### src/rtl/core/mfsk_pkg.sv
// Shared types and constants of the MFSK modulator
`timescale 1ns / 1ps
package mfsk_pkg;

  // Configuration port geometry
  localparam int CFG_IDX_W  = 8;
  localparam int CFG_DATA_W = 32;

  // Register indexes
  localparam logic [CFG_IDX_W-1:0] CFG_IDX_BASE_STEP = 8'd0;
  localparam logic [CFG_IDX_W-1:0] CFG_IDX_TONE_STEP = 8'd1;
  localparam logic [CFG_IDX_W-1:0] CFG_IDX_NUM_TONES = 8'd2;
  localparam logic [CFG_IDX_W-1:0] CFG_IDX_AMPLITUDE = 8'd3;

  // Register reset values
  localparam logic [31:0] RST_BASE_STEP = 32'd89478485;
  localparam logic [31:0] RST_TONE_STEP = 32'd134217728;
  localparam logic [4:0]  RST_NUM_TONES = 5'd16;
  localparam logic [14:0] RST_AMPLITUDE = 15'd32767;

  // Quarter-wave sine polynomial coefficients (Q15)
  localparam logic [11:0] SIN_C3  = 12'd2611;
  localparam logic [14:0] SIN_C2  = 15'd21167;
  localparam logic [15:0] SIN_C1  = 16'd51472;
  localparam logic [14:0] Q15_MAX = 15'h7FFF;
  localparam logic [14:0] Q15_RND = 15'd16384;

  typedef struct packed {
    logic [31:0] base_phase_step;
    logic [31:0] tone_step;
    logic [4:0]  tone_count;
    logic [14:0] amplitude;
  } mfsk_cfg_t;

  // Controller to datapath
  typedef struct packed {
    logic       load_step;
    logic       issue;
    logic       last;
    logic [3:0] sym;
  } mfsk_cmd_t;

  // Datapath to controller
  typedef struct packed {
    logic adv;
  } mfsk_stat_t;

endpackage

### src/rtl/core/mfsk_if.sv
// Handshake channel interfaces of the MFSK modulator
`timescale 1ns / 1ps

interface mfsk_in_if;
  logic       valid;
  logic       ready;
  logic [7:0] data_byte;
  modport source (output valid, output data_byte, input ready);
  modport sink (input valid, input data_byte, output ready);
endinterface

interface mfsk_out_if;
  logic               valid;
  logic               ready;
  logic signed [15:0] sample;
  logic [3:0]         tone_index;
  logic               last;
  modport source (output valid, output sample, output tone_index, output last, input ready);
  modport sink (input valid, input sample, input tone_index, input last, output ready);
endinterface

interface mfsk_cfg_if;
  logic        valid;
  logic        ready;
  logic [7:0]  index;
  logic [31:0] data;
  modport source (output valid, output index, output data, input ready);
  modport sink (input valid, input index, input data, output ready);
endinterface

### src/rtl/core/mfsk_cfg_regs.sv
// Configuration register file of the MFSK modulator
`timescale 1ns / 1ps
module mfsk_cfg_regs
  import mfsk_pkg::*;
(
  input  logic                  clk,
  input  logic                  rst_n,
  input  logic                  wr_en,
  input  logic [CFG_IDX_W-1:0]  wr_idx,
  input  logic [CFG_DATA_W-1:0] wr_data,
  output mfsk_cfg_t             cfg
);

  mfsk_cfg_t cfg_r;

  // Decode writes; unknown indexes are dropped
  always_ff @(posedge clk) begin
    if (!rst_n) begin
      cfg_r.base_phase_step <= RST_BASE_STEP;
      cfg_r.tone_step       <= RST_TONE_STEP;
      cfg_r.tone_count      <= RST_NUM_TONES;
      cfg_r.amplitude       <= RST_AMPLITUDE;
    end else if (wr_en) begin
      unique case (wr_idx)
        CFG_IDX_BASE_STEP: cfg_r.base_phase_step <= wr_data;
        CFG_IDX_TONE_STEP: cfg_r.tone_step       <= wr_data;
        CFG_IDX_NUM_TONES: cfg_r.tone_count      <= wr_data[4:0];
        CFG_IDX_AMPLITUDE: cfg_r.amplitude       <= wr_data[14:0];
        default: ;
      endcase
    end
  end

  assign cfg = cfg_r;

endmodule

### src/rtl/core/mfsk_ctrl.sv
// Symbol sequencer: splits a byte into nibbles and paces the samples
`timescale 1ns / 1ps
module mfsk_ctrl
  import mfsk_pkg::*;
#(
  parameter int SAMPLES_PER_SYMBOL_P = 32
) (
  input  logic       clk,
  input  logic       rst_n,
  input  logic       in_valid,
  output logic       in_ready,
  input  logic [7:0] in_byte,
  input  logic [4:0] tone_count,
  input  mfsk_stat_t stat,
  output mfsk_cmd_t  cmd
);

  localparam int CNT_W = (SAMPLES_PER_SYMBOL_P > 1) ? $clog2(SAMPLES_PER_SYMBOL_P) : 1;
  localparam logic [CNT_W-1:0] CNT_LAST = CNT_W'(SAMPLES_PER_SYMBOL_P - 1);

  typedef enum logic [1:0] {ST_IDLE, ST_LOAD, ST_RUN} state_t;

  state_t           state_r;
  logic [7:0]       byte_r;
  logic             half_r;
  logic [CNT_W-1:0] cnt_r;
  logic [3:0]       sym_r;
  logic [3:0]       nib;
  logic [3:0]       sym_nxt;
  logic             cnt_end;

  // Map the current nibble; out-of-range symbols fall to tone zero
  assign nib     = half_r ? byte_r[3:0] : byte_r[7:4];
  assign sym_nxt = ({1'b0, nib} >= tone_count) ? 4'd0 : nib;
  assign cnt_end = (cnt_r == CNT_LAST);

  assign in_ready      = (state_r == ST_IDLE);
  assign cmd.load_step = (state_r == ST_LOAD);
  assign cmd.issue     = (state_r == ST_RUN) && stat.adv;
  assign cmd.last      = half_r && cnt_end;
  assign cmd.sym       = (state_r == ST_LOAD) ? sym_nxt : sym_r;

  // Sequence: take byte, load step per nibble, issue the samples
  always_ff @(posedge clk) begin
    if (!rst_n) begin
      state_r <= ST_IDLE;
      half_r  <= 1'b0;
      cnt_r   <= '0;
    end else begin
      unique case (state_r)
        ST_IDLE: begin
          if (in_valid) begin
            byte_r  <= in_byte;
            half_r  <= 1'b0;
            state_r <= ST_LOAD;
          end
        end
        ST_LOAD: begin
          sym_r   <= sym_nxt;
          cnt_r   <= '0;
          state_r <= ST_RUN;
        end
        ST_RUN: begin
          if (stat.adv) begin
            if (cnt_end) begin
              if (half_r) begin
                state_r <= ST_IDLE;
              end else begin
                half_r  <= 1'b1;
                state_r <= ST_LOAD;
              end
            end else begin
              cnt_r <= cnt_r + 1'b1;
            end
          end
        end
        default: state_r <= ST_IDLE;
      endcase
    end
  end

endmodule

### src/rtl/core/mfsk_dp.sv
// Phase accumulator and pipelined sine, scale and round datapath
`timescale 1ns / 1ps
module mfsk_dp
  import mfsk_pkg::*;
#(
  parameter int SINE_TABLE_BITS = 10
) (
  input  logic               clk,
  input  logic               rst_n,
  input  mfsk_cfg_t          cfg,
  input  mfsk_cmd_t          cmd,
  output mfsk_stat_t         stat,
  input  logic               out_ready,
  output logic               out_valid,
  output logic signed [15:0] out_sample,
  output logic [3:0]         out_tone,
  output logic               out_last
);

  localparam int STB  = SINE_TABLE_BITS;
  localparam int QLEN = 1 << (STB - 2);

  typedef struct packed {
    logic       neg;
    logic [3:0] sym;
    logic       last;
  } tag_t;

  logic [31:0]    phase_r;
  logic [31:0]    step_r;
  logic [31:0]    step_nxt;
  logic           adv;

  logic [STB-1:0] idx;
  logic [STB-3:0] qr;
  logic [STB-2:0] xpos;
  logic [16:0]    xq_nxt;

  logic           s1_v_r, s2_v_r, s3_v_r, s4_v_r, s5_v_r, s6_v_r, out_v_r;
  tag_t           tag1_r, tag2_r, tag3_r, tag4_r, tag5_r, tag6_r;
  logic [16:0]    xq1_r, xq2_r, xq3_r, xq4_r;
  logic [15:0]    x2_2_r, x2_3_r;
  logic [14:0]    t1_r;
  logic [15:0]    t2_r;
  logic [14:0]    y_r;
  logic [29:0]    prod_r;

  logic [33:0]    p2;
  logic [27:0]    p3;
  logic [30:0]    p4;
  logic [32:0]    p5;
  logic [17:0]    y_wide;
  logic [30:0]    rnd;
  logic [15:0]    mag_full;
  logic [14:0]    mag;

  logic signed [15:0] sample_r;
  logic [3:0]         tone_r;
  logic               last_r;

  // Whole pipeline moves when the output register is free or drained
  assign adv      = !out_v_r || out_ready;
  assign stat.adv = adv;

  // Step for the coming symbol
  assign step_nxt = cfg.base_phase_step + cfg.tone_step * 32'(cmd.sym);

  // Hold phase and step; advance phase by one step per issued sample
  always_ff @(posedge clk) begin
    if (!rst_n) begin
      phase_r <= '0;
    end else if (cmd.issue) begin
      phase_r <= phase_r + step_r;
    end
  end

  always_ff @(posedge clk) begin
    if (cmd.load_step) begin
      step_r <= step_nxt;
    end
  end

  // Quarter-wave position of the current phase, scaled to Q15
  assign idx    = phase_r[31 -: STB];
  assign qr     = idx[STB-3:0];
  assign xpos   = idx[STB-2] ? ((STB-1)'(QLEN) - {1'b0, qr}) : {1'b0, qr};
  assign xq_nxt = 17'(xpos) << (17 - STB);

  // Stage products, one multiplier each
  assign p2     = 34'(xq1_r) * 34'(xq1_r);
  assign p3     = 28'(SIN_C3) * 28'(x2_2_r);
  assign p4     = 31'(t1_r) * 31'(x2_3_r);
  assign p5     = 33'(t2_r) * 33'(xq4_r);
  assign y_wide = p5[32:15];

  // Round, saturate and sign at the output
  assign rnd      = 31'(prod_r) + 31'(Q15_RND);
  assign mag_full = rnd[30:15];
  assign mag      = mag_full[15] ? Q15_MAX : mag_full[14:0];

  // Advance valid bits
  always_ff @(posedge clk) begin
    if (!rst_n) begin
      s1_v_r  <= 1'b0;
      s2_v_r  <= 1'b0;
      s3_v_r  <= 1'b0;
      s4_v_r  <= 1'b0;
      s5_v_r  <= 1'b0;
      s6_v_r  <= 1'b0;
      out_v_r <= 1'b0;
    end else if (adv) begin
      s1_v_r  <= cmd.issue;
      s2_v_r  <= s1_v_r;
      s3_v_r  <= s2_v_r;
      s4_v_r  <= s3_v_r;
      s5_v_r  <= s4_v_r;
      s6_v_r  <= s5_v_r;
      out_v_r <= s6_v_r;
    end
  end

  // Advance payload
  always_ff @(posedge clk) begin
    if (adv) begin
      xq1_r       <= xq_nxt;
      tag1_r.neg  <= idx[STB-1];
      tag1_r.sym  <= cmd.sym;
      tag1_r.last <= cmd.last;

      x2_2_r <= p2[30:15];
      xq2_r  <= xq1_r;
      tag2_r <= tag1_r;

      t1_r   <= 15'(17'(SIN_C2) - 17'(p3[27:15]));
      x2_3_r <= x2_2_r;
      xq3_r  <= xq2_r;
      tag3_r <= tag2_r;

      t2_r   <= 16'(17'(SIN_C1) - 17'(p4[30:15]));
      xq4_r  <= xq3_r;
      tag4_r <= tag3_r;

      y_r    <= (y_wide > 18'(Q15_MAX)) ? Q15_MAX : y_wide[14:0];
      tag5_r <= tag4_r;

      prod_r <= 30'(y_r) * 30'(cfg.amplitude);
      tag6_r <= tag5_r;

      sample_r <= tag6_r.neg ? $signed(16'd0 - {1'b0, mag}) : $signed({1'b0, mag});
      tone_r   <= tag6_r.sym;
      last_r   <= tag6_r.last;
    end
  end

  assign out_valid  = out_v_r;
  assign out_sample = sample_r;
  assign out_tone   = tone_r;
  assign out_last   = last_r;

endmodule

### src/rtl/core/mfsk_continuous_phase_modulator.sv
// Top level of the continuous-phase 16-tone MFSK modulator
// The first sample of a byte passes a step load, then stages s1 to s6 and the output register.
// Per byte: an accept state, a step load per symbol, then one sample issued per cycle while
//   the output does not stall.
// A new byte is taken once the previous one has issued all samples into the pipeline.
// Reset (synchronous, rst_n low) loads default registers, clears phase and pipeline.
`timescale 1ns / 1ps
module mfsk_continuous_phase_modulator
  import mfsk_pkg::*;
#(
  parameter int SAMPLES_PER_SYMBOL_P = 32,
  parameter int SINE_TABLE_BITS      = 10
) (
  input  logic        clk,
  input  logic        rst_n,
  mfsk_in_if.sink     in_ch,
  mfsk_out_if.source  out_ch,
  mfsk_cfg_if.sink    cfg_ch
);

  mfsk_cfg_t  cfg;
  mfsk_cmd_t  cmd;
  mfsk_stat_t stat;

  // Registers are always writable
  assign cfg_ch.ready = 1'b1;

  mfsk_cfg_regs u_cfg (
    .clk     (clk),
    .rst_n   (rst_n),
    .wr_en   (cfg_ch.valid),
    .wr_idx  (cfg_ch.index),
    .wr_data (cfg_ch.data),
    .cfg     (cfg)
  );

  mfsk_ctrl #(
    .SAMPLES_PER_SYMBOL_P (SAMPLES_PER_SYMBOL_P)
  ) u_ctrl (
    .clk        (clk),
    .rst_n      (rst_n),
    .in_valid   (in_ch.valid),
    .in_ready   (in_ch.ready),
    .in_byte    (in_ch.data_byte),
    .tone_count (cfg.tone_count),
    .stat       (stat),
    .cmd        (cmd)
  );

  mfsk_dp #(
    .SINE_TABLE_BITS (SINE_TABLE_BITS)
  ) u_dp (
    .clk        (clk),
    .rst_n      (rst_n),
    .cfg        (cfg),
    .cmd        (cmd),
    .stat       (stat),
    .out_ready  (out_ch.ready),
    .out_valid  (out_ch.valid),
    .out_sample (out_ch.sample),
    .out_tone   (out_ch.tone_index),
    .out_last   (out_ch.last)
  );

endmodule

### src/flat_wrapper.sv
// flat-port wrapper written by rule: the top's interface ports become plain ports
module mfsk_continuous_phase_modulator_flat import mfsk_pkg::*;
#(
  parameter int SAMPLES_PER_SYMBOL_P = 32,
  parameter int SINE_TABLE_BITS      = 10
)
  (clk, rst_n, in_ch_valid, in_ch_data_byte, in_ch_ready, out_ch_valid, out_ch_sample, out_ch_tone_index, out_ch_last, out_ch_ready, cfg_ch_valid, cfg_ch_index, cfg_ch_data, cfg_ch_ready);
  mfsk_in_if in_ch_i ();
  mfsk_out_if out_ch_i ();
  mfsk_cfg_if cfg_ch_i ();
  input  logic clk;
  input  logic rst_n;
  input wire logic [$bits(in_ch_i.valid)-1:0] in_ch_valid;
  input wire logic [$bits(in_ch_i.data_byte)-1:0] in_ch_data_byte;
  output wire logic [$bits(in_ch_i.ready)-1:0] in_ch_ready;
  output wire logic [$bits(out_ch_i.valid)-1:0] out_ch_valid;
  output wire logic [$bits(out_ch_i.sample)-1:0] out_ch_sample;
  output wire logic [$bits(out_ch_i.tone_index)-1:0] out_ch_tone_index;
  output wire logic [$bits(out_ch_i.last)-1:0] out_ch_last;
  input wire logic [$bits(out_ch_i.ready)-1:0] out_ch_ready;
  input wire logic [$bits(cfg_ch_i.valid)-1:0] cfg_ch_valid;
  input wire logic [$bits(cfg_ch_i.index)-1:0] cfg_ch_index;
  input wire logic [$bits(cfg_ch_i.data)-1:0] cfg_ch_data;
  output wire logic [$bits(cfg_ch_i.ready)-1:0] cfg_ch_ready;
  assign in_ch_i.valid = in_ch_valid;
  assign in_ch_i.data_byte = in_ch_data_byte;
  assign in_ch_ready = in_ch_i.ready;
  assign out_ch_valid = out_ch_i.valid;
  assign out_ch_sample = out_ch_i.sample;
  assign out_ch_tone_index = out_ch_i.tone_index;
  assign out_ch_last = out_ch_i.last;
  assign out_ch_i.ready = out_ch_ready;
  assign cfg_ch_i.valid = cfg_ch_valid;
  assign cfg_ch_i.index = cfg_ch_index;
  assign cfg_ch_i.data = cfg_ch_data;
  assign cfg_ch_ready = cfg_ch_i.ready;
  mfsk_continuous_phase_modulator #(.SAMPLES_PER_SYMBOL_P(SAMPLES_PER_SYMBOL_P), .SINE_TABLE_BITS(SINE_TABLE_BITS)) u_core (.clk(clk), .rst_n(rst_n), .in_ch(in_ch_i), .out_ch(out_ch_i), .cfg_ch(cfg_ch_i));
endmodule
### config.mk
export PLATFORM = sky130hd
export DESIGN_NAME = mfsk_continuous_phase_modulator_flat
export DESIGN_NICKNAME = d
export VERILOG_FILES = /design/src/rtl/core/mfsk_pkg.sv /design/src/rtl/core/mfsk_if.sv /design/src/rtl/core/mfsk_cfg_regs.sv /design/src/rtl/core/mfsk_ctrl.sv /design/src/rtl/core/mfsk_dp.sv /design/src/rtl/core/mfsk_continuous_phase_modulator.sv /design/src/flat_wrapper.sv
export SDC_FILE = /design/constraint.sdc
export NUM_CORES = 2
export LEC_CHECK = 0
export ABC_AREA = 1
export BUFFER_PORTS_ARGS = -buffer_cell sky130_fd_sc_hd__buf_2
export CAP_MARGIN = 40
export CORE_MARGIN = 4
export CORE_UTILIZATION = 40
export CTS_CLUSTER_SIZE = 8
export DETAILED_ROUTE_END_ITERATION = 7
export SYNTH_ARGS = -nofsm -noshare
export SYNTH_HDL_FRONTEND = slang
export SYNTH_SLANG_ARGS = --single-unit
### constraint.sdc
create_clock -name clk -period 7.33 [get_ports clk]
set_input_delay 1.466 -clock clk [delete_from_list [all_inputs] [get_ports clk]]
set_output_delay 1.466 -clock clk [all_outputs]
set_load 0.02 [all_outputs]
* Yosys cells after proc, flatten, opt, wreduce, memory -nomap -nowiden
Index checks and enable logic that the tools add are counted.
Storage, ports and cells: bits in registers 376, output and inout bits 24, word-level logic and storage cells 111
Cells by class: $add $sub $neg 8, multipliers 6, order comparisons 2, equal/unequal tests 10, mux-type cells 18, reductions and logical operators 16
Operators with widths (number):
- $add A32 B32 Y32 | 2
- $mul A32 B4 Y32 | 1
- $add A30 B15 Y31 const B | 1
- $mul A15 B16 Y31 | 1
- $mul A15 B15 Y30 | 1
- $mux W15 | 2
- $mul A12 B16 Y28 const A | 1
- $mul A16 B9 Y25 | 1
- $gt A17 B15 Y1 const B | 1
- $mul A9 B9 Y17 | 1
- $eq A8 B2 Y1 const B | 2
- $sub A1 B15 Y16 const A | 1
- $sub A16 B16 Y16 const A | 1
- $sub A15 B13 Y15 const A | 1
- $mux W4 | 3
- $mux W5 | 2
- $pmux W5 S2 | 1
- $reduce_and A3 Y1 | 3
- $sub A9 B8 Y9 const A | 1
- $eq A8 B1 Y1 const B | 1
- $logic_not A8 Y1 | 1
- $mux W8 | 1
- $ne A2 B2 Y1 const B | 4
- $reduce_and A2 Y1 | 4
- 15 further kinds | 22

* Logic depth before layout (Yosys ltp)
depth in word-level cells 6, gate-level depth with buffers 34

* Modules after synthesis
From an unflattened synthesis, not the netlist that was laid out.
Unflattened totals: cell total of the unflattened synthesis 5805, area, all modules 46045.4 sq um
By module, submodules not included:
- mfsk_dp | instances 1, cells an instance 5207, area each 41516.1 sq um, seq. area each 7297.0 sq um
- mfsk_cfg_regs | instances 1, cells an instance 477, area each 3488.3 sq um, seq. area each 1681.6 sq um
- mfsk_ctrl | instances 1, cells an instance 119, area each 1029.7 sq um, seq. area each 520.5 sq um
- mfsk_continuous_phase_modulator | instances 1, cells an instance 2, area each 11.3 sq um, seq. area each 0.0 sq um

* Worst setup path before layout
Ideal clock, no wire load.
path kind reg-to-reg, start point register u_core.u_dp.t1_r[5], end point register u_core.u_dp.t2_r[14] (data pin), data arrival time 5.723 ns, required time 7.078 ns, slack 1.355 ns, stages on the path, launching flop included 34, period minus slack after synthesis 5.975 ns, path through edfxtp_1 -> clkbuf_1 -> nand2_1 -> inv_1 -> fa_1 -> inv_1 -> fa_1 -> inv_1 -> fa_1 -> inv_1 -> fa_1 -> inv_1 -> fa_1 -> inv_1 -> fa_1 -> inv_1 -> ha_1 -> nand2_1 -> inv_1 -> a21oi_1 -> nand2_1 -> nand2_1 -> nand2_1 -> nand2_1 -> nand2_1 -> ha_1 -> nand3_1 -> nand2_1 -> nand2_2 -> inv_1 -> nand3b_1 -> nand2_1 -> nand2_1 -> nand2_1
On the way: cells in the longest elaborated chain, start to end 2
Ends and longest elaborated chain:
- from (decl) | RTL line mfsk_dp.sv:43 | logic [14:0] t1_r;
- from (signal assigned) | RTL line mfsk_dp.sv:134 | t1_r <= 15'(17'(SIN_C2) - 17'(p3[27:15]));
- $mul A15 B16 Y31 | RTL line mfsk_dp.sv:92 | assign p4 = 31'(t1_r) * 31'(x2_3_r);
- $sub A16 B16 Y16 | RTL line mfsk_dp.sv:139 | t2_r <= 16'(17'(SIN_C1) - 17'(p4[30:15]));
- to (signal assigned) | RTL line mfsk_dp.sv:139
- to (decl) | RTL line mfsk_dp.sv:44 | logic [15:0] t2_r;
No other way between the ends. A chain may end at the register's enable or synchronous reset.

==> results.md <==
* Status: completed
* Sum Neg Setup Slack at 0 ps
* Post-synth EDFFs at 229
* Slew headroom at 43.4%
* Grt ovf at 0
* Nets at 6866
* Hold Path Depth at 0
* Vias/cell at 4.86
* Ratio of cells with drive above 1 in the final layout at 3.60%
* Hold crit path type: register to register
* Postcts setup bufs at 0
* Vias in the first global route at 36700
* Fin cells at 7310
* Drt total wl at 111000 microns
* Critical R2R Launch: u_core.u_ctrl.half_r
* Synth top area cells: fa_1, edfxtp_1, inv_1
* Slew Limit Fails at 0
* Min-delay src: u_core.u_dp.tag1_r[5]
* Setup repair after global routing missed its margin: no
* Drt drc at 0
* Fin crit period at 6490 ps
* IO Port Bufs at 75
* Worst-case reg-to-reg path depth at 28
* Critical path type: register to register
* Yosys top cell by area: fa_1
* Area of the multi-input gates at 0.0302 sq mm
* Async set-or-reset flop fraction in the synthesized netlist at 0%
* Slew @ Worst Pin at 847 ps
* Core Area at 0.113 sq mm
* Largest delay share family, worst path: adder cells
* Synth unique cells at 57
* Most frequent cells in the layout: inv_1, nand2_1, fa_1
* Initial antenna violation count at 2
* Share of the synthesized area in the top cell type at 26.6%
* R2r setup slk at 840 ps
* # clock sinks at 360
* Post-synthesis sequential area ratio at 20.8%
* TritonCTS Buffers at 52
* CP startpoint kind: register
* WHS Endpoint: u_core.u_dp.tag2_r[5]
* Fin worst setup slack at 838 ps
* Row cnt at 123
* Max Fclk at 154 MHz
* Fin. Hold Viols at 0
* # resized after CTS at 0
* FF+latch area at 0.00950 sq mm
* CP max FO at 22
* Post-layout util at 43.6%
* Worst path bufs/invs at 6
* Clock Skew at 68.3 ps
* Clock buffer depth at 3
* Initial Util at 40.5%
* Cts hold-fix bufs at 0
* Number of cells after detailed placement at 7218
* Most common cell after layout, fill and taps aside: inv_1
* Root buffer cell: clkbuf_16
* Routed wire per std cell at 15.1 microns
* CP arrival at 6970 ps
* Critical Path RT at 7810 ps
* Filler instances at 11400
* Iter 0 DRT Violations at 2056
* Via count at 35600
* Ys flop type: edfxtp_1
* Place WS at 741 ps
* Cell Area, Synth at 0.0458 sq mm
* Synth warnings at 0
* Reg2reg end: u_core.u_dp.step_r[25]
* Post-DP HPWL at 88900 microns
* Final setup fails at 0
* Largest net degree at the start of global routing at 100
* Htree depth at 2
* Most frequent CP cell: inv_1
* Placer Congestion at 0.893
* CTS tree: done
* GRT Util Overall at 18.8%
* Clock slew at reported path FFs at 50 ps
* Mapped Cells at 5767
* Die ar. at 0.120 sq mm
* Num ports at 77
* Skew-Pair Late Insertion Delay at 670 ps
* Antenna viol nets, final at 0
* #FFs+latches synth at 360
* Die Y at 346 microns
* Max_cap viols at 0
* Die Width at 346 microns
* Drt first pass iters at 6
* Area Overhead vs Synth at 7.62%
* Slowest cell on crit path: inv_1
* Biggest cell delay along the critical path at 660 ps
* CP Capture Type: register
* First-pass GRT wire length at 186000 microns
* Final period util at 88.6%
* Mean post-synth cell area at 7.94 sq um
-- cell type report --
cell class / instances / share of cell area (%)
Tap cell: 1500 / 3.81
Clock buffer: 84 / 2.91
Antenna cell: 1 / 0.00508
Inverter: 1456 / 11.1
Timing Repair Buffer: 98 / 1.28
Sequential cell: 360 / 19.3
Multi-Input combinational cell: 3805 / 61.4
Clock inverter: 6 / 0.244
-- flip-flops by register name (all words and copies together) (netlist names), 16 cells and up --
signal / cells
u_core.u_dp.prod_r: 16
u_core.u_dp.step_r: 32
u_core.u_dp.t2_r: 16
u_core.u_cfg.cfg: 84
u_core.u_dp.phase_r: 32
u_core.u_dp.out_sample: 16
-- synth_stat cells (13+ instances only) --
library cell and n:
nor2_1 387, fa_1 608, a21oi_1 250, ha_1 432, clkbuf_1 141, inv_1 1452
nand2_1 1369, edfxtp_1 229, xor2_1 93, nand4_1 60, nand2_2 13, nand3_1 145
o211ai_1 22, dfxtp_1 131, o21ai_0 188, nor3_1 37, nand3b_1 14, a31oi_1 18
xnor2_1 45
-- per-stage QoR --
| stage | hold WS, ps | instance area, sq um |
|---|---|---|
| global placement | 401 | 47600 |
| CTS | 345 | 49200 |
| detailed placement | 405 | 47700 |
| floorplan | 400 | 45800 |
| finish | 364 | 49300 |
| global route | 376 | 49300 |
-- per-layer routing --
layer	global-route usage [%]	share of wire, %	wire length, microns
met2	30.9	46	50400
met4	4.71	2.3	2530
met1	26.3	47	51800
met3	2.61	5.3	5890
met5	0	0	0
-- worst max-delay path by stage --
stage	depth (start not counted)	from	slack [ps]	end
6_report	28	u_core.u_ctrl.half_r	840	u_core.u_dp.step_r[25]
3_3_place_gp	28	u_core.u_ctrl.half_r	870	u_core.u_dp.step_r[23]
2_1_floorplan	33	u_core.u_dp.t1_r[5]	1360	u_core.u_dp.t2_r[14]
4_1_cts	28	u_core.u_ctrl.half_r	700	u_core.u_dp.step_r[23]
3_5_place_dp	28	u_core.u_ctrl.half_r	740	u_core.u_dp.step_r[23]
5_1_grt	28	u_core.u_ctrl.half_r	270	u_core.u_dp.step_r[23]
-- cell families after synthesis --
kind of cell,after synthesis,share of synthesized area [%]
buf+inv,1617,13.3
other cells,2,0.0164
simple gates,2067,18.3
fa+ha+maj,1040,38.4
xor+xnor,138,2.64
flops,360,20.8
compound gates,543,6.52
Power is not shown: default switching activity piles up to over one toggle a cycle in this logic, so the estimate is an artifact.
